$ cat src/rtl/cfp_pkg.sv
`default_nettype none

package cfp_pkg;

  // Widths of the item fields and of the parser state.
  localparam int unsigned ByteW  = 8;
  localparam int unsigned LenW   = 16;
  localparam int unsigned CountW = 7;
  localparam int unsigned StatW  = 3;
  localparam int unsigned AddrW  = 5;
  localparam int unsigned DataW  = 32;

  // A timeout check is made on every CHECK_INTERVAL-th byte since the last parser restart.
  localparam int unsigned CHECK_INTERVAL = 100;
  localparam logic [CountW-1:0] CheckIntervalC = CountW'(CHECK_INTERVAL);
  // Byte counter value after a restart caused by the byte that follows a complete frame.
  localparam logic [CountW-1:0] RestartCountC = (CHECK_INTERVAL <= 1) ? '0 : CountW'(1);

  localparam logic [LenW-1:0] LenMaxC = '1;

  // Register reset values.
  localparam logic [ByteW-1:0] FirstHeaderRst    = 8'd170;
  localparam logic [ByteW-1:0] SecondHeaderRst   = 8'd85;
  localparam logic [ByteW-1:0] FirstTailRst      = 8'd13;
  localparam logic [ByteW-1:0] SecondTailRst     = 8'd10;
  localparam logic [ByteW-1:0] LowestCommandRst  = 8'd1;
  localparam logic [ByteW-1:0] HighestCommandRst = 8'd8;
  localparam logic [LenW-1:0]  LongestPayloadRst = 16'd1024;
  localparam logic [LenW-1:0]  TimeoutTicksRst   = 16'd1000;

  typedef enum logic [2:0] {
    REG_FIRST_HEADER    = 3'd0,
    REG_SECOND_HEADER   = 3'd1,
    REG_FIRST_TAIL      = 3'd2,
    REG_SECOND_TAIL     = 3'd3,
    REG_LOWEST_COMMAND  = 3'd4,
    REG_HIGHEST_COMMAND = 3'd5,
    REG_LONGEST_PAYLOAD = 3'd6,
    REG_TIMEOUT_TICKS   = 3'd7
  } reg_idx_e;

  typedef enum logic [3:0] {
    PH_HEAD1 = 4'd0,
    PH_HEAD2 = 4'd1,
    PH_CMD   = 4'd2,
    PH_LENH  = 4'd3,
    PH_LENL  = 4'd4,
    PH_DATA  = 4'd5,
    PH_TAIL1 = 4'd6,
    PH_TAIL2 = 4'd7,
    PH_DONE  = 4'd8
  } phase_e;

  typedef enum logic [StatW-1:0] {
    ST_MORE      = 3'd0,
    ST_COMPLETE  = 3'd1,
    ST_FRAME_ERR = 3'd2,
    ST_BAD_CMD   = 3'd3,
    ST_TOO_LONG  = 3'd4
  } status_e;

  typedef enum logic {
    OP_BYTE = 1'b0,
    OP_TICK = 1'b1
  } op_e;

  typedef struct packed {
    logic [ByteW-1:0] first_header;
    logic [ByteW-1:0] second_header;
    logic [ByteW-1:0] first_tail;
    logic [ByteW-1:0] second_tail;
    logic [ByteW-1:0] lowest_command;
    logic [ByteW-1:0] highest_command;
    logic [LenW-1:0]  longest_payload;
    logic [LenW-1:0]  timeout_ticks;
  } cfg_t;

  typedef struct packed {
    logic             op;
    logic [ByteW-1:0] data_byte;
  } in_item_t;

  typedef struct packed {
    logic [StatW-1:0] status;
    logic [ByteW-1:0] command_code;
    logic [LenW-1:0]  frame_length;
    logic             payload_valid;
    logic [ByteW-1:0] payload_value;
    logic [LenW-1:0]  payload_index;
    logic [LenW-1:0]  errors_seen;
  } out_item_t;

endpackage

`default_nettype wire

$ cat src/rtl/cfp_regs.sv
`default_nettype none

module cfp_regs
  import cfp_pkg::*;
(
  input  wire logic             clk_i,
  input  wire logic             rst_ni,
  input  wire logic             psel,
  input  wire logic             penable,
  input  wire logic             pwrite,
  input  wire logic [AddrW-1:0] paddr,
  input  wire logic [DataW-1:0] pwdata,
  output logic      [DataW-1:0] prdata,
  output cfg_t                  cfg_o
);

  cfg_t     cfg_q;
  cfg_t     cfg_d;
  reg_idx_e reg_idx;
  logic     wr_en;

  // Registers sit on word addresses; the low two address bits are ignored.
  assign reg_idx = reg_idx_e'(paddr[AddrW-1:2]);
  assign wr_en   = psel & penable & pwrite;

  // Write decode.
  always_comb begin
    cfg_d = cfg_q;
    if (wr_en) begin
      unique case (reg_idx)
        REG_FIRST_HEADER:    cfg_d.first_header    = pwdata[ByteW-1:0];
        REG_SECOND_HEADER:   cfg_d.second_header   = pwdata[ByteW-1:0];
        REG_FIRST_TAIL:      cfg_d.first_tail      = pwdata[ByteW-1:0];
        REG_SECOND_TAIL:     cfg_d.second_tail     = pwdata[ByteW-1:0];
        REG_LOWEST_COMMAND:  cfg_d.lowest_command  = pwdata[ByteW-1:0];
        REG_HIGHEST_COMMAND: cfg_d.highest_command = pwdata[ByteW-1:0];
        REG_LONGEST_PAYLOAD: cfg_d.longest_payload = pwdata[LenW-1:0];
        REG_TIMEOUT_TICKS:   cfg_d.timeout_ticks   = pwdata[LenW-1:0];
        default:             cfg_d = cfg_q;
      endcase
    end
  end

  always_ff @(posedge clk_i or negedge rst_ni) begin
    if (!rst_ni) begin
      cfg_q.first_header    <= FirstHeaderRst;
      cfg_q.second_header   <= SecondHeaderRst;
      cfg_q.first_tail      <= FirstTailRst;
      cfg_q.second_tail     <= SecondTailRst;
      cfg_q.lowest_command  <= LowestCommandRst;
      cfg_q.highest_command <= HighestCommandRst;
      cfg_q.longest_payload <= LongestPayloadRst;
      cfg_q.timeout_ticks   <= TimeoutTicksRst;
    end else begin
      cfg_q <= cfg_d;
    end
  end

  // Read decode.
  always_comb begin
    prdata = '0;
    unique case (reg_idx)
      REG_FIRST_HEADER:    prdata = DataW'(cfg_q.first_header);
      REG_SECOND_HEADER:   prdata = DataW'(cfg_q.second_header);
      REG_FIRST_TAIL:      prdata = DataW'(cfg_q.first_tail);
      REG_SECOND_TAIL:     prdata = DataW'(cfg_q.second_tail);
      REG_LOWEST_COMMAND:  prdata = DataW'(cfg_q.lowest_command);
      REG_HIGHEST_COMMAND: prdata = DataW'(cfg_q.highest_command);
      REG_LONGEST_PAYLOAD: prdata = DataW'(cfg_q.longest_payload);
      REG_TIMEOUT_TICKS:   prdata = DataW'(cfg_q.timeout_ticks);
      default:             prdata = '0;
    endcase
  end

  assign cfg_o = cfg_q;

endmodule

`default_nettype wire

$ cat src/rtl/cfp_core.sv
`default_nettype none

module cfp_core
  import cfp_pkg::*;
(
  input  wire logic     clk_i,
  input  wire logic     rst_ni,
  input  wire logic     in_fire_i,
  input  in_item_t      item_i,
  input  cfg_t          cfg_i,
  output out_item_t     result_o
);

  phase_e              phase_q, phase_d;
  logic [ByteW-1:0]    cmd_q, cmd_d;
  logic [LenW-1:0]     len_q, len_d;
  logic [LenW-1:0]     cnt_q, cnt_d;
  logic [CountW-1:0]   bsc_q, bsc_d;
  logic [LenW-1:0]     ticks_q, ticks_d;
  logic [LenW-1:0]     err_q, err_d;

  logic                is_byte;
  logic [ByteW-1:0]    b;
  logic [CountW-1:0]   bsc_inc;
  logic                chk;
  logic                timeout_hit;
  logic                parse_en;
  logic                done_restart;
  phase_e              eff_phase;
  logic [LenW-1:0]     len_full;
  logic [LenW-1:0]     cnt_inc;
  logic                parse_fail;
  status_e             parse_code;
  phase_e              ph_next;
  logic                complete;
  logic                take_payload;
  logic                fail;
  status_e             fail_code;

  assign is_byte      = (op_e'(item_i.op) == OP_BYTE);
  assign b            = item_i.data_byte;
  assign bsc_inc      = bsc_q + CountW'(1);
  assign chk          = (bsc_inc >= CheckIntervalC);
  assign timeout_hit  = is_byte && chk && (phase_q != PH_HEAD1) &&
                        (ticks_q > cfg_i.timeout_ticks);
  assign parse_en     = is_byte && !timeout_hit;
  assign done_restart = (phase_q == PH_DONE);
  // The byte after a complete frame is parsed as a fresh first header byte.
  assign eff_phase    = done_restart ? PH_HEAD1 : phase_q;
  assign len_full     = len_q | LenW'(b);
  assign cnt_inc      = cnt_q + LenW'(1);

  // Per-phase decode of the received byte.
  always_comb begin
    parse_fail   = 1'b0;
    parse_code   = ST_FRAME_ERR;
    ph_next      = eff_phase;
    complete     = 1'b0;
    take_payload = 1'b0;
    unique case (eff_phase)
      PH_HEAD2: begin
        if (b == cfg_i.second_header) begin
          ph_next = PH_CMD;
        end else begin
          parse_fail = 1'b1;
        end
      end
      PH_CMD: begin
        if (b >= cfg_i.lowest_command && b <= cfg_i.highest_command) begin
          ph_next = PH_LENH;
        end else begin
          parse_fail = 1'b1;
          parse_code = ST_BAD_CMD;
        end
      end
      PH_LENH: ph_next = PH_LENL;
      PH_LENL: begin
        if (len_full > cfg_i.longest_payload) begin
          parse_fail = 1'b1;
          parse_code = ST_TOO_LONG;
        end else if (len_full == '0) begin
          ph_next = PH_TAIL1;
        end else begin
          ph_next = PH_DATA;
        end
      end
      PH_DATA: begin
        take_payload = 1'b1;
        ph_next      = (cnt_inc >= len_q) ? PH_TAIL1 : PH_DATA;
      end
      PH_TAIL1: begin
        if (b == cfg_i.first_tail) begin
          ph_next = PH_TAIL2;
        end else begin
          parse_fail = 1'b1;
        end
      end
      PH_TAIL2: begin
        if (b == cfg_i.second_tail) begin
          ph_next  = PH_DONE;
          complete = 1'b1;
        end else begin
          parse_fail = 1'b1;
        end
      end
      default: begin
        // Waiting for the first header; unused codes behave the same way.
        ph_next = (b == cfg_i.first_header) ? PH_HEAD2 : PH_HEAD1;
      end
    endcase
  end

  assign fail      = timeout_hit || (parse_en && parse_fail);
  assign fail_code = timeout_hit ? ST_FRAME_ERR : parse_code;

  // Next state of the parser.
  always_comb begin
    phase_d = phase_q;
    cmd_d   = cmd_q;
    len_d   = len_q;
    cnt_d   = cnt_q;
    bsc_d   = bsc_q;
    ticks_d = ticks_q;
    err_d   = err_q;
    if (in_fire_i) begin
      if (!is_byte) begin
        if (ticks_q != LenMaxC) begin
          ticks_d = ticks_q + LenW'(1);
        end
      end else if (fail) begin
        // Any error restarts the parser and bumps the saturating error count.
        phase_d = PH_HEAD1;
        cmd_d   = '0;
        len_d   = '0;
        cnt_d   = '0;
        bsc_d   = '0;
        ticks_d = '0;
        if (err_q != LenMaxC) begin
          err_d = err_q + LenW'(1);
        end
      end else begin
        bsc_d = chk ? '0 : bsc_inc;
        if (done_restart) begin
          cmd_d   = '0;
          len_d   = '0;
          cnt_d   = '0;
          ticks_d = '0;
          bsc_d   = RestartCountC;
        end
        phase_d = ph_next;
        case (eff_phase)
          PH_CMD:  cmd_d = b;
          PH_LENH: len_d = {b, 8'h00};
          PH_LENL: begin
            len_d = len_full;
            cnt_d = '0;
          end
          PH_DATA: cnt_d = cnt_inc;
          default: begin
            if (eff_phase == PH_HEAD1 && ph_next == PH_HEAD2) begin
              ticks_d = '0;
            end
          end
        endcase
      end
    end
  end

  // Result of the accepted item.
  always_comb begin
    result_o             = '0;
    result_o.errors_seen = err_d;
    if (fail) begin
      result_o.status = fail_code;
    end else if (parse_en && complete) begin
      result_o.status       = ST_COMPLETE;
      result_o.command_code = cmd_q;
      result_o.frame_length = len_q;
    end else begin
      result_o.status = ST_MORE;
    end
    if (parse_en && take_payload) begin
      result_o.payload_valid = 1'b1;
      result_o.payload_value = b;
      result_o.payload_index = cnt_q;
    end
  end

  always_ff @(posedge clk_i or negedge rst_ni) begin
    if (!rst_ni) begin
      phase_q <= PH_HEAD1;
      cmd_q   <= '0;
      len_q   <= '0;
      cnt_q   <= '0;
      bsc_q   <= '0;
      ticks_q <= '0;
      err_q   <= '0;
    end else begin
      phase_q <= phase_d;
      cmd_q   <= cmd_d;
      len_q   <= len_d;
      cnt_q   <= cnt_d;
      bsc_q   <= bsc_d;
      ticks_q <= ticks_d;
      err_q   <= err_d;
    end
  end

`ifndef NO_ASSERTIONS
  // The error count never goes down.
  a_err_monotonic: assert property (@(posedge clk_i) disable iff (!rst_ni)
    1'b1 |=> err_q >= $past(err_q))
    else $error("error count decreased");

  // The payload count never runs past the announced length.
  a_cnt_bounded: assert property (@(posedge clk_i) disable iff (!rst_ni)
    cnt_q <= len_q)
    else $error("payload count beyond frame length");

  // Payload bytes come out only while the parser is in the payload phase.
  a_payload_phase: assert property (@(posedge clk_i) disable iff (!rst_ni)
    in_fire_i && result_o.payload_valid |-> phase_q == PH_DATA)
    else $error("payload byte outside payload phase");

  // A complete frame is reported only on the second tail byte.
  a_complete_phase: assert property (@(posedge clk_i) disable iff (!rst_ni)
    in_fire_i && result_o.status == ST_COMPLETE |=> phase_q == PH_DONE)
    else $error("frame complete without entering done phase");
`endif

endmodule

`default_nettype wire

$ cat src/rtl/cfp_out_buf.sv
`default_nettype none

module cfp_out_buf
  import cfp_pkg::*;
(
  input  wire logic  clk_i,
  input  wire logic  rst_ni,
  input  wire logic  push_i,
  input  out_item_t  push_data_i,
  output logic       ready_o,
  output logic       out_valid_o,
  input  wire logic  out_ready_i,
  output out_item_t  out_data_o
);

  logic      main_valid_q, main_valid_d;
  out_item_t main_data_q, main_data_d;
  logic      skid_valid_q, skid_valid_d;
  out_item_t skid_data_q, skid_data_d;
  logic      main_free;

  // The output register drains this cycle or is empty.
  assign main_free = !main_valid_q || out_ready_i;
  assign ready_o   = !skid_valid_q;

  // Output register with a skid entry behind it.
  always_comb begin
    main_valid_d = main_valid_q;
    main_data_d  = main_data_q;
    skid_valid_d = skid_valid_q;
    skid_data_d  = skid_data_q;
    if (main_free) begin
      if (skid_valid_q) begin
        main_valid_d = 1'b1;
        main_data_d  = skid_data_q;
        skid_valid_d = 1'b0;
      end else begin
        main_valid_d = push_i;
        if (push_i) begin
          main_data_d = push_data_i;
        end
      end
    end else if (push_i) begin
      skid_valid_d = 1'b1;
      skid_data_d  = push_data_i;
    end
  end

  always_ff @(posedge clk_i or negedge rst_ni) begin
    if (!rst_ni) begin
      main_valid_q <= 1'b0;
      skid_valid_q <= 1'b0;
    end else begin
      main_valid_q <= main_valid_d;
      skid_valid_q <= skid_valid_d;
    end
  end

  always_ff @(posedge clk_i) begin
    main_data_q <= main_data_d;
    skid_data_q <= skid_data_d;
  end

  assign out_valid_o = main_valid_q;
  assign out_data_o  = main_data_q;

`ifndef NO_ASSERTIONS
  // The skid entry is only ever used behind a full output register.
  a_skid_behind_main: assert property (@(posedge clk_i) disable iff (!rst_ni)
    skid_valid_q |-> main_valid_q)
    else $error("skid entry holds data while output register is empty");

  // No transaction is taken while both entries are full.
  a_no_overflow: assert property (@(posedge clk_i) disable iff (!rst_ni)
    skid_valid_q && !main_free |-> !push_i)
    else $error("push into full output buffer");
`endif

endmodule

`default_nettype wire

$ cat src/rtl/command_frame_parser_unit.sv
// Command frame parser.
// Input channel (in_valid_i/in_ready_o/in_data_i): each transaction is either a
// received byte or one time tick. Bytes are parsed as frames of two header bytes,
// a command byte, a big-endian 16-bit length, the payload and two tail bytes.
// Output channel (out_valid_o/out_ready_i/out_data_o): exactly one transaction
// per input transaction, in order, with the parse status, the frame command and
// length on completion, each payload byte with its index, and the error count.
// Each accepted item's result is registered in the output register or skid entry.
// Throughput is one item per cycle while in_ready_o is high; the parse step is a
// single compare and update between the parser state and output registers.
// A two-entry output buffer (output register plus skid entry) keeps in_ready_o
// high while one result waits; when the receiver stalls long enough to fill both
// entries, in_ready_o drops until a result is taken. Reset loads the register
// defaults, puts the parser in the wait-for-header state, clears the error count.
// The user must write registers over the APB port only while idle (not enforced).
`default_nettype none

module command_frame_parser_unit
  import cfp_pkg::*;
(
  input  wire logic             clk_i,
  input  wire logic             rst_ni,
  input  wire logic             in_valid_i,
  output logic                  in_ready_o,
  input  in_item_t              in_data_i,
  output logic                  out_valid_o,
  input  wire logic             out_ready_i,
  output out_item_t             out_data_o,
  input  wire logic             psel,
  input  wire logic             penable,
  input  wire logic             pwrite,
  input  wire logic [AddrW-1:0] paddr,
  input  wire logic [DataW-1:0] pwdata,
  output logic      [DataW-1:0] prdata,
  output logic                  pready
);

  cfg_t      cfg;
  out_item_t result;
  logic      in_fire;

  assign pready  = 1'b1;
  assign in_fire = in_valid_i && in_ready_o;

  cfp_regs u_regs (
    .clk_i   (clk_i),
    .rst_ni  (rst_ni),
    .psel    (psel),
    .penable (penable),
    .pwrite  (pwrite),
    .paddr   (paddr),
    .pwdata  (pwdata),
    .prdata  (prdata),
    .cfg_o   (cfg)
  );

  cfp_core u_core (
    .clk_i     (clk_i),
    .rst_ni    (rst_ni),
    .in_fire_i (in_fire),
    .item_i    (in_data_i),
    .cfg_i     (cfg),
    .result_o  (result)
  );

  cfp_out_buf u_out_buf (
    .clk_i       (clk_i),
    .rst_ni      (rst_ni),
    .push_i      (in_fire),
    .push_data_i (result),
    .ready_o     (in_ready_o),
    .out_valid_o (out_valid_o),
    .out_ready_i (out_ready_i),
    .out_data_o  (out_data_o)
  );

endmodule

`default_nettype wire
$ cat config.mk
export PLATFORM = sky130hd
export DESIGN_NAME = command_frame_parser_unit
export DESIGN_NICKNAME = d
export VERILOG_FILES = /design/src/rtl/cfp_pkg.sv /design/src/rtl/cfp_regs.sv /design/src/rtl/cfp_core.sv /design/src/rtl/cfp_out_buf.sv /design/src/rtl/command_frame_parser_unit.sv
export SDC_FILE = /design/constraint.sdc
export NUM_CORES = 1
export LEC_CHECK = 0
export ABC_AREA = 1
export BUFFER_PORTS_ARGS = -buffer_cell sky130_fd_sc_hd__buf_2
export CELL_PAD_IN_SITES_DETAIL_PLACEMENT = 0
export CELL_PAD_IN_SITES_GLOBAL_PLACEMENT = 1
export CORE_MARGIN = 2
export CORE_UTILIZATION = 40
export DETAILED_ROUTE_END_ITERATION = 8
export PLACE_DENSITY = 0.76
export SLEW_MARGIN = 10
export SYNTH_ARGS = -nofsm -noshare
export SYNTH_HDL_FRONTEND = slang
export SYNTH_SLANG_ARGS = --single-unit
$ cat constraint.sdc
create_clock -name clk_i -period 4.9 [get_ports clk_i]
set_clock_uncertainty 0.15 [all_clocks]
set_input_delay 0.98 -clock clk_i [delete_from_list [all_inputs] [get_ports clk_i]]
set_output_delay 0.98 -clock clk_i [all_outputs]
set_load 0.1 [all_outputs]
==> key figures <==
Logic synthesis
  – Synth area leader: edfxtp_1
  – Asr flop ratio synth: 54.8%
  – Synth Cell Area: 16000 um^2
  – Share of the synthesized area in the top cell type: 25.5%
  – Post-synthesis sequential area ratio: 51.5%
  – Synth Warn #: 0
  – Synth Register Bits: 301
  – Avg Cell Area, Syn: 8.51 um^2
  – EDFF count, synth: 136
  – Top cells by area, synth: edfxtp_1 (26%), dfrtp_1 (22%), nand2_1 (12%), inv_1 (5.7%), ha_1 (5.3%)
  – Main flop type after synthesis: dfrtp_1
  – Synth unique cells: 51
  – Mapped Cells: 1881

Power and ir drop
  – PwrDens: 462 nW/um^2
  – Comb pwr share: 28.6%
  – Clock Power Share: 31.8%
  – Sw power: 3.12 mW
  – Peak VDD IR: 0.226 mV
  – Switch share: 37.0%
  – Lkg Pwr: 8.67 nW
  – Pint: 5.31 mW
  – Sequential share of power: 39.6%

Route
  – DRC: 0
  – Drt first-iter violations: 773
  – Drt wl/cell: 16.0 um
  – ANT nets after route: 0
  – Vias: 12600
  – Final wirelength: 40800 um
  – 1st-pass router iterations: 5
  – Vias/cell: 4.96

STA
  – Worst slew pin tran: 965 ps
  – Slew HR: 35.5%
  – Final Hold Viols: 0
  – Final setup fails: 0
  – Period minus WS final: 4090 ps
  – Final worst path period share: 83.5%
  – RSZ-0062 raised after global routing: no
  – Max Freq: 244 MHz
  – Slew Viols, Final: 0
  – Fin Setup TNS: 0 ps
  – Fin Hold WS: 325 ps

Global routing
  – Largest net degree at the start of global routing: 100
  – Gr usage total: 20.0%
  – Initial antenna violation count: 0
  – First-pass GRT wire length: 65500 um
  – Vias in the first global route: 12000
  – Gr ovfl total: 0

CTS
  – Worst-path clk slew: 60 ps
  – CTS tree: yes
  – Post_cts resized: 0
  – TritonCTS buffer count: 36
  – Postcts setup bufs: 0
  – CTS Root Cell: clkbuf_16
  – Worst-Skew Late Latency: 540 ps
  – Hold Buf Count CTS: 0
  – Clock Tree Buf Depth: 3
  – TritonCTS Sinks: 301
  – Htree depth: 2

Setup path
  – R2R cell count: 21
  – Required @ worst endpoint: 5210 ps
  – FF-to-FF End: u_core.ticks_q[13]
  – Crit path buffers/inverters: 4
  – CP Capture Type: flop
  – CP max FO: 16
  – CP top delay family: simple AND/OR/NAND/NOR gates
  – Critical-path top delay cell: dfrtp_1
  – Worst reg2reg setup slack: 810 ps
  – CP max stage delay: 460 ps
  – Critical path cell sequence: ha_1, nand3_1, nand3b_1, nor3_1, inv_1, nor3_1, and3_1, xor2_1, inv_1, ha_1, nand4_1, nor3_1, nand3_1, nand4_1, nand4_1, nand3_1, buf_4, inv_1, nor2_1, nor2_1, nor2_1
  – Crit path kind: flop to flop
  – Worst r2r src: u_core.cnt_q[0]
  – Critical path arrival: 4410 ps
  – Startpoint Class: flop

Cells and area
  – Post-route insts no fill: 2547
  – Share of cells above drive strength 1: 12.6%
  – Nets: 2115
  – Syn-to-layout area delta: 13.9%
  – Number of diodes: 0

Die
  – Chip Width: 204 um
  – # IOs: 156
  – Initial Util: 40.4%
  – Core ar.: 39600 um^2
  – Die H: 204 um
  – Total die area: 41600 um^2
  – Site Rows: 73

Flow run
  – Number of max-cap violations: 0

Place
  – GPL Wtd Cong: 0.869
  – Placed cells: 2481
  – Hpwl dp: 29600 um
  – # port buffers: 120

Worst hold path
  – Worst hold start: u_core.cmd_q[3]
  – Hold Path Class: flop to flop
  – Worst Hold Endpoint: u_core.cmd_q[3]
  – Hold path depth: 2

Outcome
  – Outcome: finished, final reports clean
## synth_stat cells, drive strengths merged, types with 5 or more instances
master	count
ha	68
o22ai	28
xor2	20
nor4	7
buf	41
clkbuf	35
a221oi	5
nor2	168
o21ai	173
a21oi	65
nor3	24
and2	6
dfstp	22
dfrtp	143
nand3	90
edfxtp	136
xnor2	16
nand2	516
nand4	34
inv	252
## worst min-delay path: stages (launching register included)
cell,delay (ps)
dfrtp_1,350
nand2_1,50
nand2_1,40
## routing by layer
metal	routed length, um	GRT usage (%)
met3	1890	3.00
met4	1080	6.63
met5	0	0
met1	19700	28.7
met2	18200	31.2
## power by group through the flow
stage | Combinational (mW) | Clock, mW | Sequential (mW)
after floorplan | 1.60 | 0 | 3.64
after global placement | 2.36 | 0 | 3.37
after detailed placement | 2.42 | 0 | 3.38
after CTS | 2.43 | 2.76 | 3.34
after global routing | 2.72 | 2.85 | 3.39
final | 2.41 | 2.68 | 3.34
## how the worst max path moves through the flow
| stage | start | end | slack [ps] | cells past startpoint |
|---|---|---|---|---|
| 4_1_cts | u_core.cnt_q[0] | u_core.ticks_q[13] | 770 | 21 |
| 6_report | u_core.cnt_q[0] | u_core.ticks_q[13] | 810 | 21 |
| 2_1_floorplan | in_valid_i | u_out_buf.skid_data_q[0] | 200 | 2 |
| 5_1_grt | u_core.cnt_q[0] | u_core.ticks_q[13] | 320 | 21 |
| 3_5_place_dp | in_data_i[3] | u_core.cmd_q[0] | 680 | 21 |
| 3_3_place_gp | in_data_i[3] | u_core.cmd_q[7] | 690 | 21 |
## final cells by class
| class | instances | area [um^2] |
|---|---|---|
| Timing Repair Buffer | 136 | 752 |
| Fill cell | 3930 | 21400 |
| Sequential cell | 301 | 8240 |
| Clock inverter | 16 | 169 |
| Multi-Input combinational cell | 1265 | 6450 |
| Clock buffer | 50 | 1020 |
| Inverter | 254 | 955 |
| Tap cell | 525 | 657 |
## kinds of logic after synthesis
family,after synthesis,synth area share (%)
flops,301,51.5
fa+ha+maj,68,5.31
other cells,2,0.0469
xor+xnor,36,1.97
buf+inv,330,8.72
compound gates,292,9.81
simple gates,852,22.7
## state kept, by name, summed over array words and instances (netlist names)
name                    count
u_regs.cfg_o               80
u_out_buf.out_data_o       68
u_out_buf.skid_data_q      68
u_core.cnt_q               16
u_core.err_q               16
u_core.len_q               16
u_core.ticks_q             16
u_core.cmd_q                8
u_core.bsc_q                7
u_core.phase_q              4
u_out_buf.out_valid_o       1
u_out_buf.skid_valid_q      1
## cell usage in the layout (no fill, tap or decap), types with 38 or more instances in the layout
cell | netlist | routed
ha_1 | 68 | 68
buf_2 | 11 | 119
nand3_1 | 88 | 88
o21ai_0 | 156 | 156
nor2_1 | 159 | 157
inv_1 | 242 | 242
a21oi_1 | 64 | 64
edfxtp_1 | 136 | 136
dfrtp_1 | 143 | 142
clkbuf_16 | 0 | 38
nand2_1 | 508 | 508
## metrics by stage
stage,cell area [um^2],util (%),setup slack (ps),power (mW)
6_report,18200,46.0,807,8.43
3_3_place_gp,17100,43.0,690,5.74
3_5_place_dp,17100,43.0,683,5.80
2_1_floorplan,16100,-,197,5.25
4_1_cts,18200,46.0,766,8.52
5_1_grt,18200,46.0,317,8.96
No activity file was read; power rests on OpenSTA's default activity.
